File: src/sv/nta_pkg.sv
// Shared types and constants for the nearest track id assigner.
package nta_pkg;

  localparam int MAX_TRACKS = 16;
  localparam int IDX_W      = (MAX_TRACKS > 1) ? $clog2(MAX_TRACKS) : 1;
  localparam int GATE_LAT   = 3;
  localparam int CNT_W      = $clog2(MAX_TRACKS + GATE_LAT);

  localparam logic [1:0] OP_CLEAR  = 2'd0;
  localparam logic [1:0] OP_FRAME  = 2'd1;
  localparam logic [1:0] OP_DETECT = 2'd2;

  localparam logic [1:0] CFG_STEP_MODE   = 2'd0;
  localparam logic [1:0] CFG_STEP_MS     = 2'd1;
  localparam logic [1:0] CFG_MAX_AGE     = 2'd2;
  localparam logic [1:0] CFG_MERGE_SPEED = 2'd3;

  localparam logic [15:0] RST_STEP_MS     = 16'd16;
  localparam logic [15:0] RST_MAX_AGE     = 16'd500;
  localparam logic [15:0] RST_MERGE_SPEED = 16'd1280;

  typedef struct packed {
    logic              valid;
    logic              elig;
    logic [IDX_W-1:0]  idx;
    logic [15:0]       ident;
    logic signed [15:0] det_x;
    logic signed [15:0] det_y;
    logic signed [15:0] slot_x;
    logic signed [15:0] slot_y;
    logic [31:0]       slot_time;
    logic [31:0]       cur_time;
    logic [15:0]       speed;
  } gate_req_t;

  typedef struct packed {
    logic             valid;
    logic             hit;
    logic [IDX_W-1:0] idx;
    logic [15:0]      ident;
    logic [32:0]      d2;
  } gate_rsp_t;

endpackage

File: src/sv/nta_gate.sv
// Pipelined distance and gate unit, shared by every slot of a detection scan.
module nta_gate (
  input  logic                clk,
  input  logic                rst_n,
  input  nta_pkg::gate_req_t  req,
  output nta_pkg::gate_rsp_t  rsp
);

  // stage 1: differences and age
  logic                     v1_r, e1_r;
  logic [nta_pkg::IDX_W-1:0] idx1_r;
  logic [15:0]              id1_r;
  logic signed [16:0]       dx1_r, dy1_r;
  logic [31:0]              age1_r;
  logic [15:0]              spd1_r;

  // stage 2: squares and radius
  logic                     v2_r, e2_r;
  logic [nta_pkg::IDX_W-1:0] idx2_r;
  logic [15:0]              id2_r;
  logic [31:0]              dx2_r, dy2_r;
  logic [47:0]              g2_r;

  // stage 3: distance sum and squared radius
  logic                     v3_r, e3_r;
  logic [nta_pkg::IDX_W-1:0] idx3_r;
  logic [15:0]              id3_r;
  logic [32:0]              d2_r;
  logic                     big3_r;
  logic [49:0]              gg3_r;

  logic signed [33:0]       sqx, sqy;
  logic [16:0]              dx_nxt, dy_nxt;

  assign dx_nxt = {req.det_x[15], req.det_x} - {req.slot_x[15], req.slot_x};
  assign dy_nxt = {req.det_y[15], req.det_y} - {req.slot_y[15], req.slot_y};
  assign sqx    = dx1_r * dx1_r;
  assign sqy    = dy1_r * dy1_r;

  always_ff @(posedge clk) begin
    if (!rst_n) begin
      v1_r <= 1'b0;
      v2_r <= 1'b0;
      v3_r <= 1'b0;
    end else begin
      v1_r <= req.valid;
      v2_r <= v1_r;
      v3_r <= v2_r;
    end
  end

  always_ff @(posedge clk) begin
    e1_r   <= req.elig && (req.cur_time > req.slot_time);
    idx1_r <= req.idx;
    id1_r  <= req.ident;
    dx1_r  <= $signed(dx_nxt);
    dy1_r  <= $signed(dy_nxt);
    age1_r <= req.cur_time - req.slot_time;
    spd1_r <= req.speed;

    e2_r   <= e1_r;
    idx2_r <= idx1_r;
    id2_r  <= id1_r;
    dx2_r  <= sqx[31:0];
    dy2_r  <= sqy[31:0];
    g2_r   <= age1_r * spd1_r;

    e3_r   <= e2_r;
    idx3_r <= idx2_r;
    id3_r  <= id2_r;
    d2_r   <= {1'b0, dx2_r} + {1'b0, dy2_r};
    // radius of 2^17 mm or more covers any distance
    big3_r <= |g2_r[47:25];
    gg3_r  <= g2_r[24:0] * g2_r[24:0];
  end

  assign rsp.valid = v3_r;
  assign rsp.hit   = e3_r && (big3_r || ({1'b0, d2_r, 16'h0000} < gg3_r));
  assign rsp.idx   = idx3_r;
  assign rsp.ident = id3_r;
  assign rsp.d2    = d2_r;

endmodule
File: config.mk
export PLATFORM = sky130hd
export DESIGN_NAME = nta_gate
export DESIGN_NICKNAME = d
export VERILOG_FILES = /design/src/sv/nta_pkg.sv /design/src/sv/nta_gate.sv
export SDC_FILE = /design/constraint.sdc
export NUM_CORES = 2
export LEC_CHECK = 0
export BUFFER_PORTS_ARGS = -buffer_cell sky130_fd_sc_hd__buf_4
export CAP_MARGIN = 5
export CORE_AREA = 2 2 299 522
export DETAILED_ROUTE_END_ITERATION = 16
export DIE_AREA = 0 0 301 524
export GPL_TIMING_DRIVEN = 0
export PLACE_DENSITY = 0.66
export SYNTH_ARGS = -nofsm -noshare
export SYNTH_HDL_FRONTEND = slang
export SYNTH_SLANG_ARGS = --single-unit
File: constraint.sdc
create_clock -name clk -period 9.6 [get_ports clk]
set_clock_uncertainty 0.2 [all_clocks]
set_input_delay 0.96 -clock clk [delete_from_list [all_inputs] [get_ports clk]]
set_output_delay 0.96 -clock clk [all_outputs]
set_load 0.03 [all_outputs]
==> impl_metrics.toml <==
[synth]
synthArstFlopShare = 0
synth_top_area_cell = "fa_1"
yosys.area.top_type_share = 0.438
synth_edf_count = 0
synth.distinct_cells = 85
synth-seq-area-share = 0.107
yosysWarnings = 0
synthesis.nets = 8994
avgSynthCellArea_um2 = 9.39
synth-seq-cells = 341
synth_area_leaders = "fa_1, ha_1, dfxtp_1"
synthCells = 6823
synth_top_flop_cell = "dfxtp_1"
synth_area_um2 = 64100

[placement]
portBuffers = 222
place_hpwl_um = 159000
gp_congestion = 1.02

[cts]
post_cts_buffers = 0
root_buffer = "clkbuf_16"
cts_tree = "done"
clk_latency_ns = 0.66
clock_sinks = 341
h-tree-depth = 2
clk_path_buf_depth = 3
path_clk_slew_ns = 0.07
cts_buffers = 39

[die]
rows = 190
dieArea_um2 = 158000
io_pins = 223
chipWidth_um = 301
initial_core_util = 0.418
core_area_um2 = 153000
dieHeight_um = 524

[detailed_routing]
vias_per_cell = 5.09
wirelength_um = 183000
first_pass_iters = 6
drc = 0
drt-initial-drc-count = 2112
drt.antenna.violating_nets = 0
wl_per_cell_um = 20.1
route.vias.total = 46500

[hold_path]
hold_depth = 0
hold_path_class = "flop to flop"
hold_start = "e2_r$_DFF_P_"

[global_routing]
grt_max_degree = 16
grt_pass1_wl_um = 285000
grt_pass1_vias = 52700
antenna_found_initial = 7
overflow = 0
track_usage = 0.240

[setup_path]
crit_path_max_fanout = 10
slowest_delay_ns = 0.84
critPathKind = "flop to flop"
crit_start = "g2_r[6]$_DFF_P_"
cp_common_cell = "fa_1"
cp-start-kind = "flop"
cpMaxStageDelayCell = "dfxtp_1"
arrival_ns = 9.67
r2r_start = "g2_r[6]$_DFF_P_"
crit_required_ns = 9.89
path_buf_inv = 6
critical_path.endpoint_type = "flop"
cp.depth = 25
crit_family = "adder cells"
reg2reg_slack_ns = 0.23
r2r_cells = 25

[final_layout]
n_fill_cell = 14800
final_common_cell = "inv_1"
nets = 9257
mostFrequentLayoutCells = "inv_1, fa_1, nand2_1"
drive_gt1_frac = 0.0482
syn_to_final_growth_pct = 8.78
ff_latch_area_um2 = 6830
multi_input_area_um2 = 49800

[timing]
hold_viol_final = 0
final-max-slew-violation-count = 0
fin_crit_sh = 0.977
setup_violations = 0
worst_pin_slew_ns = 1.02
fmax_mhz = 107
grt_setup_unrepaired = "no"
slew_headroom = 0.313
fin_crit_ns = 9.37
setup_tns_ns = 0

[outcome]
status = "finished clean"

[run]
cap_violations = 0
-- final timing paths --
check                       to
max reg2reg  gg3_r[40]$_DFF_P_
min               e3_r$_DFF_P_
min reg2reg       e3_r$_DFF_P_
max          gg3_r[40]$_DFF_P_
-- area by class of cell --
cell class / count / area share
antenna: 7 / 0.000251
buffer: 185 / 0.0103
clock buffer: 46 / 0.0153
clock inverter: 26 / 0.00490
inverter: 1798 / 0.0969
multi-input combinational: 4499 / 0.714
sequential: 341 / 0.0980
tap: 2016 / 0.0362
timing repair buffer: 222 / 0.0239
-- timing repair --
| action | CTS | global route |
|---|---|---|
| endpoints found under the hold margin | 0 | 0 |
| gates resized for setup | 0 | 6 |
| endpoints found under the setup margin | 0 | 4 |
| hold buffers | 0 | 0 |
-- Yosys cell counts (all sizes together), types with 3 or more instances --
library cell  count
a2111oi          11
a211oi           16
a21boi           17
a21o            120
a21oi           172
a221oi            9
a311oi            6
a31o              8
a31oi            23
a41o              5
a41oi             7
and2            422
and3             22
and4              6
buf               6
clkbuf          179
dfxtp           341
fa             1402
ha              601
inv            1797
mux2              3
mux2i             3
nand2           738
nand2b           52
nand3            41
nand4            26
nor2            194
nor2b            50
nor3             34
nor4             12
o2111ai           5
o211ai           13
o21a             32
o21ai           101
o21bai           22
o311ai            6
o31a              6
o31ai             6
o41ai             3
or2              14
or3              12
xnor2           177
xor2             73
-- per-stage QoR --
step                cell area, µm²  cells  setup slack [ns]  hold slack, ns  utilization
finish                       69700   9140             0.225           0.122        0.454
global route                 69700   9134            0.0310           0.120        0.454
CTS                          69600   9133            0.0459           0.120        0.454
detailed placement           68200   9061            0.0221           0.112        0.445
global placement             68200   9061           0.00611           0.111        0.445
floorplan                    64100   6823              2.15           0.110            -
-- logic make-up after synthesis --
| family | Yosys count | synth area share |
|---|---|---|
| adder cells (fa/ha/maj) | 2003 | 0.556 |
| multiplexers | 6 | 0.000996 |
| AND/OR/NAND/NOR | 1636 | 0.123 |
| flip-flops | 341 | 0.107 |
| XOR/XNOR | 250 | 0.0342 |
| AO/OA/AOI/OAI | 604 | 0.0635 |
| buffers and inverters | 1983 | 0.116 |
-- worst reg2reg max path, cell delays in order (launching register included) --
cell and delay [ns]:
dfxtp_1 0.84, clkbuf_1 0.67, nand2_1 0.26, fa_1 0.52, fa_1 0.53, inv_1 0.08
fa_1 0.55, inv_1 0.06, fa_1 0.50, inv_1 0.06, fa_1 0.44, fa_1 0.54
inv_1 0.06, fa_1 0.48, inv_1 0.04, ha_1 0.44, nand4_1 0.26, nor3_1 0.52
a221oi_1 0.18, o21ai_1 0.21, a41oi_2 0.16, a21oi_2 0.36, o31ai_4 0.15, o31ai_4 0.54
a21oi_1 0.18, xnor2_1 0.43
-- flip-flops by register name, summed over array words and instances, names as in the netlist, 17 cells and up --
| signal | flops |
|---|---|
| dx1_r | 17 |
| dy1_r | 17 |
| age1_r | 32 |
| dx2_r | 31 |
| dy2_r | 31 |
| g2_r | 48 |
| d2_r | 33 |
| gg3_r | 49 |
-- per-layer routing --
metal,up-vias,part of all wire,track usage
li1,20800,-,-
met2,1554,0.54,0.455
met3,763,0.044,0.0330
met1,23400,0.31,0.220
met4,0,0.11,0.210
met5,-,0,0
Power is left out: the tool's default activity adds up to more than one toggle a clock period on the data nets, which glitch-free logic cannot reach.
